==> src/rtl/billboard_quad_expander_macros.svh <==
// Assertion helpers for the billboard quad expander RTL.
`ifndef BILLBOARD_QUAD_EXPANDER_MACROS_SVH
`define BILLBOARD_QUAD_EXPANDER_MACROS_SVH
`ifndef ASSERT_OFF
`define BQE_ASSERT_IMP(lbl, clk, rstn, ante, cons) \
  lbl: assert property (@(posedge clk) disable iff (!rstn) (ante) |-> (cons)) \
    else $error("assertion failed (same cycle)");
`define BQE_ASSERT_NXT(lbl, clk, rstn, ante, cons) \
  lbl: assert property (@(posedge clk) disable iff (!rstn) (ante) |=> (cons)) \
    else $error("assertion failed (next cycle)");
`else
`define BQE_ASSERT_IMP(lbl, clk, rstn, ante, cons)
`define BQE_ASSERT_NXT(lbl, clk, rstn, ante, cons)
`endif
`endif

==> src/rtl/bqe_fifo.sv <==
module bqe_fifo #(
  parameter int DEPTH = 4,
  parameter int WIDTH = 8
) (
  input  logic                         clk,
  input  logic                         rst_n,
  input  logic                         push,
  input  logic [WIDTH-1:0]             wdata,
  input  logic                         pop,
  output logic [WIDTH-1:0]             rdata,
  output logic [$clog2(DEPTH+1)-1:0]   count
);

  localparam int AW = $clog2(DEPTH);
  localparam int CW = $clog2(DEPTH + 1);

  logic [WIDTH-1:0] mem_r [DEPTH];
  logic [AW-1:0]    wr_ptr_r;
  logic [AW-1:0]    rd_ptr_r;
  logic [CW-1:0]    count_r;

  // Advance pointers and track fill level
  always_ff @(posedge clk) begin
    if (!rst_n) begin
      wr_ptr_r <= '0;
      rd_ptr_r <= '0;
      count_r  <= '0;
    end else begin
      if (push) wr_ptr_r <= wr_ptr_r + AW'(1);
      if (pop)  rd_ptr_r <= rd_ptr_r + AW'(1);
      count_r <= count_r + CW'(push) - CW'(pop);
    end
  end

  // Hold entries
  always_ff @(posedge clk) begin
    if (push) mem_r[wr_ptr_r] <= wdata;
  end

  assign rdata = mem_r[rd_ptr_r];
  assign count = count_r;

endmodule

==> config.mk <==
export PLATFORM = sky130hd
export DESIGN_NAME = bqe_fifo
export DESIGN_NICKNAME = d
export VERILOG_FILES = /design/src/rtl/billboard_quad_expander_macros.svh /design/src/rtl/bqe_fifo.sv
export SDC_FILE = /design/constraint.sdc
export NUM_CORES = 1
export LEC_CHECK = 0
export ABC_AREA = 1
export BUFFER_PORTS_ARGS = -buffer_cell sky130_fd_sc_hd__buf_2
export CORE_UTILIZATION = 59
export DETAILED_ROUTE_END_ITERATION = 10
export HOLD_SLACK_MARGIN = 0.06
export PLACE_DENSITY = 0.79
export SLEW_MARGIN = 0
export SYNTH_ARGS = -nofsm -noshare
export SYNTH_HDL_FRONTEND = slang
export SYNTH_SLANG_ARGS = --single-unit
==> constraint.sdc <==
create_clock -name clk -period 4.7 [get_ports clk]
set_clock_uncertainty 0.2 [all_clocks]
set_input_delay 0.235 -clock clk [delete_from_list [all_inputs] [get_ports clk]]
set_output_delay 0.235 -clock clk [all_outputs]
set_load 0.01 [all_outputs]
==> metrics.md, run 1 <==
| Metric | Value |
|---|---|
| FF-to-FF setup slack | `approximately 2.9 ns` |
| Required time of the critical path | `4.26 ns` |
| Setup ws final | `2.50 ns` |
| Tightest Pin Transition | `between 0.6 and 0.7 ns` |
| Wire per inst | `14.1 um` |
| Wirelength, routed | `2.94 mm` |
| Initial DRC count | `24` |
| F_max | `between 400 and 500 MHz` |
| Detail Route Antenna Nets | `0` |
| Largest net degree at the start of global routing | `19` |
| Type of origin of the critical path | `register` |
| Setup TNS | `0 ns` |
| Post-synth cell types | `15` |
| Pwr dens | `371 nW/um2` |
| Crit share post-route | `between 40% and 50%` |
| Hold Crit Depth | `1` |
| R2R depth | `8` |
| Pre-CTS WS | `2.90 ns` |
| Worst reg2reg endpoint | `count[2]` |
| Clock root cell | `clkbuf_4` |
| Vias in the first global route | `~1,100` |
| DP Wirelength | `between 1.5 and 2 mm` |
| Filler cell count in the final layout | `172` |
| Net Count, Synth | `160` |
| Vias | `1,060` |
| Dominant cells by area after synthesis | `edfxtp_1 (58%), dfxtp_1 (11%), o21ai_1 (5.4%)` |
| Mapped cell area | `1660 um2` |
| Final Slew Violations | `0` |
| Drt pass-1 iters | `4` |
| Slew headroom | `56.0%` |
| Seq cells post-synth | `41` |
| Routed vias/inst | `5.10` |
| Setup repair bufs after CTS | `0` |
| Tmin final | `2.20 ns` |
| Area share of the leading cell type in the synthesized netlist | `57.7%` |
| Residual DRC count | `0` |
| Crit-path max FO | `18` |
| Final Hold Fails | `0` |
| Syn. warnings | `0` |
| Row Count | `18` |
| Share of layout cells above drive strength 1 | `a little under a fifth` |
| Critical Path AT | `1.77 ns` |
| CP Cell Sequence | `inv_4, o21ai_0, o21ai_1, buf_2` |
| VDD IR-drop max | `0.000317 V` |
| Initial antenna violation count | `0` |
| H-Tree Depth | `2` |
| Mean area per synthesized cell | `11.8 um2` |
| Worst path max stage delay | `0.76 ns` |
| RSZ-0062 raised after global routing | `no` |
| Worst min path class | `register to register` |
| Die Ht | `~55 um` |
| Slowest cell on crit path | `dfxtp_1` |
| Critical path capture point type | `primary output` |
| CTS tree | `done` |
| Reg clk slew, reported paths | `0.12 ns` |
| # setup viols final | `0` |
| Number of buffers created by CTS | `5` |
| Placer Congestion | `approximately 0.71` |
| Top-Level Pins | `23` |
| Clock Sinks | `41` |
| Final nets | `196` |
| N_diodes | `0` |
| Port bufs | `22` |
| LEAKAGE | `0.000823 uW` |
| Clk buf depth | `2` |
| Sequential fraction of the synthesis area | `68.6%` |
| Beginning of the worst hold path | `rd_ptr_r[1]` |
| DIE AREA | `3040 um2` |
| Chip width | `55.1 um` |
| Layout area overhead | `17.0%` |
| Core footprint | `around 2600 um2` |
| Yosys top cell by area | `edfxtp_1` |
| Clk_lat worst skew | `between 0.3 and 0.4 ns` |
| First-pass GRT wire length | `about 4.6 mm` |
| Max_cap viols | `0` |
| Tot GR Track Use | `23.8%` |
| Initial core utilization | `between 60% and 70%` |
| Cells after Synth | `141` |
| GR Overflow Total | `0` |
| Reg-to-reg startpoint | `count[0]` |
| Outcome | `finished, final reports clean` |
| WS Path Type | `register to primary output` |
## report_power, final
group	switching (uW)	internal (uW)	total, uW
logic	61.8	43.5	105
registers	13.3	413	427
clock network	104	86.7	191
total	180	544	723
## layout make-up
type	instances	area (um2)	area share, %
clock buffer	7	65.1	3.34
clock inverter	1	5.00	0.257
timing repair buffer	33	220	11.3
sequential	41	1140	58.6
tap	30	37.5	1.93
inverter	20	77.6	3.98
multi-input combinational	76	400	20.6
## sequential cells by signal (all words and copies together) (netlist names), named ones only
name / cells
mem_r: 32
count: 3
rd_ptr_r: 2
wr_ptr_r: 2
## logic make-up (layout without fill, tap and decap cells)
group | Yosys count | count (layout) | share of synthesized area (%)
DFF | 41 | 41 | 68.6
and+or+nand+nor | 36 | 36 | 8.20
buffers and inverters | 24 | 61 | 7.37
AOI/OAI and AO/OA | 33 | 33 | 10.2
adders and majority gates | 7 | 7 | 5.71
## per-layer routing
layer | vias to the layer above | track usage, % | part of all wire (%) | wire length (um)
met4 | 0 | 12.5 | 2.3 | 69
met5 | - | 0 | 0 | 0
met3 | 9 | 7.92 | 4.5 | 132
met1 | 476 | 24.0 | 40 | 1170
li1 | 546 | - | - | -
met2 | 29 | 43.0 | 53 | 1570
## cells in the mapped netlist
cell	count
dfxtp_1	9
a21oi_1	4
nand3_1	1
nor2_1	24
nand2_1	11
buf_6	4
fa_1	1
ha_1	6
a21oi_2	1
edfxtp_1	32
inv_2	1
inv_1	18
o21ai_0	10
o21ai_1	18
inv_4	1
## per-stage QoR
step / instances / power, uW / hold slack, ns / util [%] / instance area, um2
floorplan: 141 / 499 / 0.128 / - / 1660
global placement: 189 / 524 / 0.228 / 68.8 / 1770
detailed placement: 189 / 532 / 0.238 / 68.8 / 1770
CTS: 208 / 725 / 0.261 / 75.8 / 1950
global route: 208 / 760 / 0.331 / 75.8 / 1950
finish: 208 / 723 / 0.300 / 75.8 / 1950
## critical path: cells and delay by family, from the launching register on
family / cells / cell delay [ns]
flip-flops: 1 / 0.76
buffers and inverters: 2 / 0.33
AO/OA/AOI/OAI: 2 / 0.32
## how the worst max path moves through the flow
stage / startpoint / to / slack, ns / depth (start not counted)
floorplan: count[0] / count[2] / 2.95 / 8
global placement: pop / count[2] / 2.97 / 8
detailed placement: register / rdata[7] / 2.90 / 4
CTS: register / rdata[7] / 2.51 / 4
global route: register / rdata[1] / 2.41 / 4
finish: register / rdata[2] / 2.50 / 4
## cell usage in the layout, fill, tap and decap left out
cell and n:
a21oi_1 4, a21oi_2 1, buf_2 22, clkbuf_4 5, clkbuf_8 2, clkinv_2 1, dfxtp_1 9, dlygate4sd3_1 11
edfxtp_1 32, fa_1 1, ha_1 6, inv_1 18, inv_2 1, inv_4 1, nand2_1 11, nand3_1 1
nor2_1 24, o21ai_0 10, o21ai_1 18
## what timing repair did
action,CTS,global route
hold buffers,11,0
endpoints found under the hold margin,41,0
gates resized for setup,0,0
endpoints found under the setup margin,0,0
Power figures use the tool's default switching activity.
==> inputs of run 2 (changes only) <==
--- a/config.mk
+++ b/config.mk
@@ -5,12 +5,12 @@
 export SDC_FILE = /design/constraint.sdc
 export NUM_CORES = 1
 export LEC_CHECK = 0
-export ABC_AREA = 1
+export ABC_AREA = 0
 export BUFFER_PORTS_ARGS = -buffer_cell sky130_fd_sc_hd__buf_2
-export CORE_UTILIZATION = 59
+export CORE_UTILIZATION = 55
 export DETAILED_ROUTE_END_ITERATION = 10
 export HOLD_SLACK_MARGIN = 0.06
-export PLACE_DENSITY = 0.79
+export PLACE_DENSITY = 0.74
 export SLEW_MARGIN = 0
 export SYNTH_ARGS = -nofsm -noshare
 export SYNTH_HDL_FRONTEND = slang
==> constraint.sdc (replaced) <==
create_clock -name clk -period 2.25 [get_ports clk]
set_clock_uncertainty 0.2 [all_clocks]
set_input_delay 0.1125 -clock clk [delete_from_list [all_inputs] [get_ports clk]]
set_output_delay 0.1125 -clock clk [all_outputs]
set_load 0.01 [all_outputs]
==> run 2 against run 1 <==
Against the previous run: power grew 100%; via count is 26% lower; clock-buffer cell count decreased by 1; critical path type is now input port to register; critical endpoint is now count[2]; largest cell class unchanged; largest power group unchanged.
==> metrics.md, run 2 <==
| Metric | Value |
|---|---|
| DIE AREA | `3110 um2 (+2.3%)` |
| Worst Path Buf+Inv | `3 (+1)` |
| Critical path capture point type | `register` |
| # setup viols final | `0 (unchanged)` |
| Wire per inst | `15.9 um (+13%)` |
| FF+latch area | `1140 um2 (unchanged)` |
| Final Slew Violations | `0 (unchanged)` |
| Net Count, Synth | `102 (-36%)` |
| First-pass GRT wire length | `3.99 mm (-13%)` |
| Detail Route Antenna Nets | `0 (unchanged)` |
| Clock root cell | `clkbuf_4` |
| Mean area per synthesized cell | `19.1 um2 (+62%)` |
| Chip width | `55.8 um (+1.2%)` |
| Crit-path max FO | `4 (-14)` |
| Port bufs | `22 (unchanged)` |
| Critical Path AT | `2.13 ns (+0.36 ns)` |
| Dominant cells by area after synthesis | `edfxtp_1 (60%), dfxtp_1 (11%), mux4_2 (11%)` |
| Post-synth EDFFs | `32 (unchanged)` |
| Pwr dens | `778 nW/um2 (+110%)` |
| Slew headroom | `69.5% (+14 points)` |
| Most common cell after layout, fill and taps aside | `edfxtp_1` |
| Crit share post-route | `91.0%` |
| Tightest Pin Transition | `0.457 ns (-0.203 ns)` |
| Post-synth cell types | `16 (+1)` |
| Cell Area, Placed | `1730 um2 (-2.1%)` |
| Largest register by flop count | `mem_r` |
| CP Cell Sequence | `dlygate4sd3_1, buf_2, ha_1, inv_1, ha_1, fa_1, xor3_1, nor2_1` |
| Sequential fraction of the synthesis area | `71.8% (+3.2 points)` |
| Setup TNS | `0 ns (unchanged)` |
| DP Wirelength | `1.64 mm (-13%)` |
| LEAKAGE | `0.000720 uW (-13%)` |
| Post-synth ARST share | `0% (unchanged)` |
| GR Overflow Total | `0 (unchanged)` |
| Reg clk slew, reported paths | `0.11 ns (about the same)` |
| Final Util | `68.6% (-7.3 points)` |
| Initial DRC count | `7 (-71%)` |
| Initial antenna violation count | `0 (unchanged)` |
| VDD IR-drop max | `0.000717 V (+130%)` |
| Drt pass-1 iters | `4 (unchanged)` |
| F_max | `488 MHz` |
| Wirelength, routed | `2.46 mm (-16%)` |
| Type of origin of the critical path | `input port` |
| Final nets | `141 (-28%)` |
| H-Tree Depth | `2 (unchanged)` |
| Critical Path Stages | `8 (+4)` |
| RSZ-0062 raised after global routing | `no` |
| Share of layout cells above drive strength 1 | `31.7% (+13 points)` |
| Final Hold Fails | `0 (unchanged)` |
| Slowest cell on crit path | `dlygate4sd3_1` |
| Die Ht | `55.8 um (+1.2%)` |
| Seq cells post-synth | `41 (unchanged)` |
| Clock Sinks | `41 (unchanged)` |
| Tot GR Track Use | `18.4% (-5.4 points)` |
| Residual DRC count | `0 (unchanged)` |
| R2R depth | `7 (-1)` |
| Max_cap viols | `0 (unchanged)` |
| Yosys top cell by area | `edfxtp_1` |
| Setup ws final | `0.202 ns (-2.30 ns)` |
| Area share of the leading cell type in the synthesized netlist | `60.5% (+2.7 points)` |
| Cells after Synth | `83 (-41%)` |
| Tmin final | `2.05 ns` |
| Worst path max stage delay | `0.52 ns (-0.24 ns)` |
| Routed vias/inst | `5.06 (-0.61%)` |
| WS Path Type | `input port to register` |
| Top delay family on crit path | `adder cells` |
| Core footprint | `2760 um2 (+7.4%)` |
| Layout area overhead | `19.0%` |
| N_diodes | `0 (unchanged)` |
| Multi-input combinational cell area | `405 um2 (+1.3%)` |
| Most frequent cells in the layout | `edfxtp_1 (32), buf_2 (22), dlygate4sd3_1 (11)` |
| Largest net degree at the start of global routing | `13 (-6)` |
| Worst min path class | `input port to register` |
| Placer Congestion | `0.627 (-12%)` |
| Row Count | `19 (+1)` |
| CTS tree | `done` |
| Clk buf depth | `2 (unchanged)` |
| Vias in the first global route | `849 (-22%)` |
| Number of buffers created by CTS | `5 (unchanged)` |
| Design Area, Final | `1890 um2 (-2.9%)` |
| Outcome | `finished, final reports clean` |
| Pre-CTS WS | `0.287 ns (-2.61 ns)` |
| Most frequent cell after synthesis | `edfxtp_1` |
| Mapped cell area | `1590 um2 (-4.5%)` |
| Vias | `780 (-26%)` |
| Most frequent CP cell | `ha_1` |
| Syn. warnings | `0 (unchanged)` |
| Top-Level Pins | `23 (unchanged)` |
| Initial core utilization | `57.6% (-7.2 points)` |
| Hold Crit Depth | `2 (+1)` |
| Synth cell count leaders | `edfxtp_1 (32), dfxtp_1 (9), mux4_2 (8)` |
| Clk_lat worst skew | `0.34 ns (about the same)` |
| Max reg flops | `32 (unchanged)` |
| Filler cell count in the final layout | `205 (+19%)` |
| Required time of the critical path | `2.33 ns (-1.93 ns)` |
| Commonest register cell after synthesis | `edfxtp_1` |
==> run 2: cell types whose count changed after synthesis, sizes merged, moves of 3 or more <==
cell | previous run | this run
nor2 | 24 | 5
a21oi | 5 | 1
o21ai | 28 | 0
nand2 | 11 | 0
and2 | 0 | 6
mux4 | 0 | 8
inv | 20 | 7
buf | 4 | 1
==> run 2: area by class of cell <==
| type | count | area share, % |
|---|---|---|
| clock inverters | 2 | 0.529 |
| clock buffers | 6 | 2.18 |
| well taps | 31 | 2.05 |
| multi-input cells | 33 | 21.4 |
| repair buffers | 34 | 12.0 |
| inverters | 7 | 1.39 |
| flip-flops and latches | 41 | 60.4 |
==> run 2: path summary, 6_finish.rpt <==
path | start | endpoint | slack, ns
hold reg to reg | wr_ptr_r[0] | wr_ptr_r[0] | 0.37
setup / recovery | pop | count[2] | 0.20
setup reg to reg | count[0] | count[2] | 0.27
hold / removal | wdata[2] | mem_r[0][2] | 0.32
==> run 2: logic make-up after synthesis <==
kind of cell               after synthesis  share of synthesized area, %
muxes                                    9                          12.0
DFF                                     41                          71.8
and+or+nand+nor                         12                          4.02
buffers and inverters                    9                          2.68
AOI/OAI and AO/OA                        2                         0.945
adders and majority gates                7                          5.98
xor gates and xnor gates                 3                          2.60
==> run 2: metal layers <==
metal  routed length [um]  track usage [%]
met1                 1080             23.4
met2                 1230             29.1
met3                   89             6.28
met4                   49             7.50
met5                    0                0
==> run 2: metrics by stage <==
step | cells | hold slack, ns | power (uW)
3_5_place_dp | 135 | 0.133 | 1140
2_1_floorplan | 83 | 0.0114 | 1060
4_1_cts | 154 | 0.299 | 1490
3_3_place_gp | 135 | 0.125 | 1120
6_report | 154 | 0.317 | 1470
5_1_grt | 154 | 0.307 | 1540
==> run 2: power by group <==
group	internal, uW	switching [uW]
Combinational	130	104
Sequential	869	26.6
Clock	119	221
==> run 2: timing repair <==
action | 4_1_cts | 5_1_grt
resized for setup | 0 | 0
hold buffers | 11 | 0
hold endpoints to repair | 41 | 0
setup buffers | 0 | 0
==> inputs of run 3 (changes only) <==
--- a/config.mk
+++ b/config.mk
@@ -7,6 +7,7 @@
 export LEC_CHECK = 0
 export ABC_AREA = 0
 export BUFFER_PORTS_ARGS = -buffer_cell sky130_fd_sc_hd__buf_2
+export CORE_MARGIN = 1.5
 export CORE_UTILIZATION = 55
 export DETAILED_ROUTE_END_ITERATION = 10
 export HOLD_SLACK_MARGIN = 0.06
==> run 3 against run 2 <==
Against the previous run: global-route usage down 0.35 points; first-iteration DRC count rose to 3.6 times the previous value; combinational power about the same; fmax about the same; via count up 3.8%; critical path depth unchanged; routed wire length up 2.2%; worst hold slack worse by 0.0024 ns; final cell count unchanged; power up 4.2%; clock-buffer cell count up 1; largest cell class unchanged; highest routed layer unchanged.
==> metrics.md, run 3 (same netlist as run 2, synthesis figures left out) <==
| Metric | Value |
|---|---|
| # setup viols final | `0 (unchanged)` |
| Critical path capture point type | `register` |
| Type of origin of the critical path | `input port` |
| Setup repair bufs after CTS | `0 (unchanged)` |
| Die Ht | `56.8 um (+1.8%)` |
| Crit-path max FO | `4 (unchanged)` |
| Most frequent cells in the layout | `edfxtp_1 (32), buf_2 (22), dlygate4sd3_1 (11)` |
| Required time of the critical path | `2.33 ns (about the same)` |
| Tightest Pin Transition | `0.461 ns (+0.00382 ns)` |
| Clk buf depth | `2 (unchanged)` |
| Setup TNS | `0 ns (unchanged)` |
| Hold-fix buffers at CTS | `11 (unchanged)` |
| Wirelength, routed | `2.51 mm (+2.2%)` |
| Residual DRC count | `0 (unchanged)` |
| Row Count | `19 (unchanged)` |
| Largest net degree at the start of global routing | `13 (unchanged)` |
| VDD IR-drop max | `0.000619 V (-14%)` |
| F_max | `488 MHz (about the same)` |
| Final Hold Fails | `0 (unchanged)` |
| Core footprint | `2760 um2 (unchanged)` |
| LEAKAGE | `0.000729 uW (+1.3%)` |
| GR Overflow Total | `0 (unchanged)` |
| Port bufs | `22 (unchanged)` |
| Worst min path class | `input port to register` |
| Tot Pwr | `1530 uW (+4.2%)` |
| WS Path Type | `input port to register` |
| Max_cap viols | `0 (unchanged)` |
| Pwr dens | `803 nW/um2 (+3.2%)` |
| Wire per inst | `16.3 um (+2.2%)` |
| Clock Sinks | `41 (unchanged)` |
| Most common cell after layout, fill and taps aside | `edfxtp_1` |
| Critical Path AT | `2.13 ns (about the same)` |
| RSZ-0062 raised after global routing | `no` |
| N_diodes | `0 (unchanged)` |
| H-Tree Depth | `2 (unchanged)` |
| DP Wirelength | `1.60 mm (-2.6%)` |
| Number of buffers created by CTS | `5 (unchanged)` |
| Tmin final | `2.05 ns (-0.000165 ns)` |
| Vias | `810 (+3.8%)` |
| Chip width | `56.8 um (+1.8%)` |
| Initial antenna violation count | `0 (unchanged)` |
| Slew headroom | `69.3% (-0.25 points)` |
| Vias in the first global route | `883 (+4.0%)` |
| Initial core utilization | `57.6% (unchanged)` |
| First-pass GRT wire length | `4.09 mm (+2.6%)` |
| Cts repair resizes | `0 (unchanged)` |
| Reg clk slew, reported paths | `0.11 ns (about the same)` |
| Tot GR Track Use | `18.0% (-0.35 points)` |
| Final nets | `141 (unchanged)` |
| Detail Route Antenna Nets | `0 (unchanged)` |
| Placer Congestion | `0.645 (+2.8%)` |
| Clock root cell | `clkbuf_4` |
| Largest register by flop count | `mem_r` |
| Initial DRC count | `25 (+18)` |
| Top-Level Pins | `23 (unchanged)` |
| Final Slew Violations | `0 (unchanged)` |
| Max reg flops | `32 (unchanged)` |
| DIE AREA | `3220 um2 (+3.6%)` |
| Routed vias/inst | `5.26 (+3.8%)` |
| Outcome | `finished, final reports clean` |
| Layout area overhead | `20.2%` |
| Drt pass-1 iters | `4 (unchanged)` |
| Clk_lat worst skew | `0.34 ns (about the same)` |
| Crit share post-route | `91.0% (about the same)` |
| CTS tree | `done` |
| Share of layout cells above drive strength 1 | `32.5% (+0.81 points)` |
[run 3: cell types whose count changed in the layout (fill, tap and decap cells not counted), sizes merged]
cell and delta:
clkbuf +1, clkinv -1
[run 3: through the flow]
stage	worst slack, ns	area [um2]	hold slack (ns)	instances	util, %
2_1_floorplan	0.324	1590	0.0114	83	-
3_3_place_gp	0.382	1730	0.124	135	62.7
3_5_place_dp	0.333	1730	0.129	135	62.7
4_1_cts	0.239	1910	0.299	154	69.2
5_1_grt	0.162	1910	0.322	154	69.2
6_report	0.202	1910	0.315	154	69.2
[run 3: worst paths after layout]
check / slack (ns) / start / to / cells past startpoint
min: 0.31 / wdata[3] / mem_r[2][3] / 2
max reg2reg: 0.32 / count[0] / count[2] / 7
min reg2reg: 0.36 / wr_ptr_r[1] / wr_ptr_r[1] / 2
max: 0.20 / pop / count[2] / 8
[run 3: power breakdown]
group / internal, uW / switching (uW)
sequential: 869 / 25.2
combinational: 130 / 104
clock: 181 / 223
total: 1180 / 353
[run 3: worst max-delay path: stages]
cell	delay [ns]
dlygate4sd3_1	0.55
buf_2	0.15
ha_1	0.27
inv_1	0.04
ha_1	0.18
fa_1	0.38
xor3_1	0.35
nor2_1	0.09
[run 3: layout make-up]
cell class / count / area [um2]
Sequential cell: 41 / 1140
Fill cell: 192 / 848
Multi-Input combinational cell: 33 / 405
Timing Repair Buffer: 34 / 228
Clock buffer: 7 / 65.1
Tap cell: 31 / 38.8
Inverter: 7 / 26.3
Clock inverter: 1 / 5.00
[run 3: metal layers]
layer,GRT usage [%],up-vias,wire [um],part of all wire [%]
met1,19.9,398,982,39
met2,32.2,25,1380,55
met3,4.84,4,120,4.8
met5,0,-,0,0
met4,7.97,0,21,0.84
li1,-,383,-,-
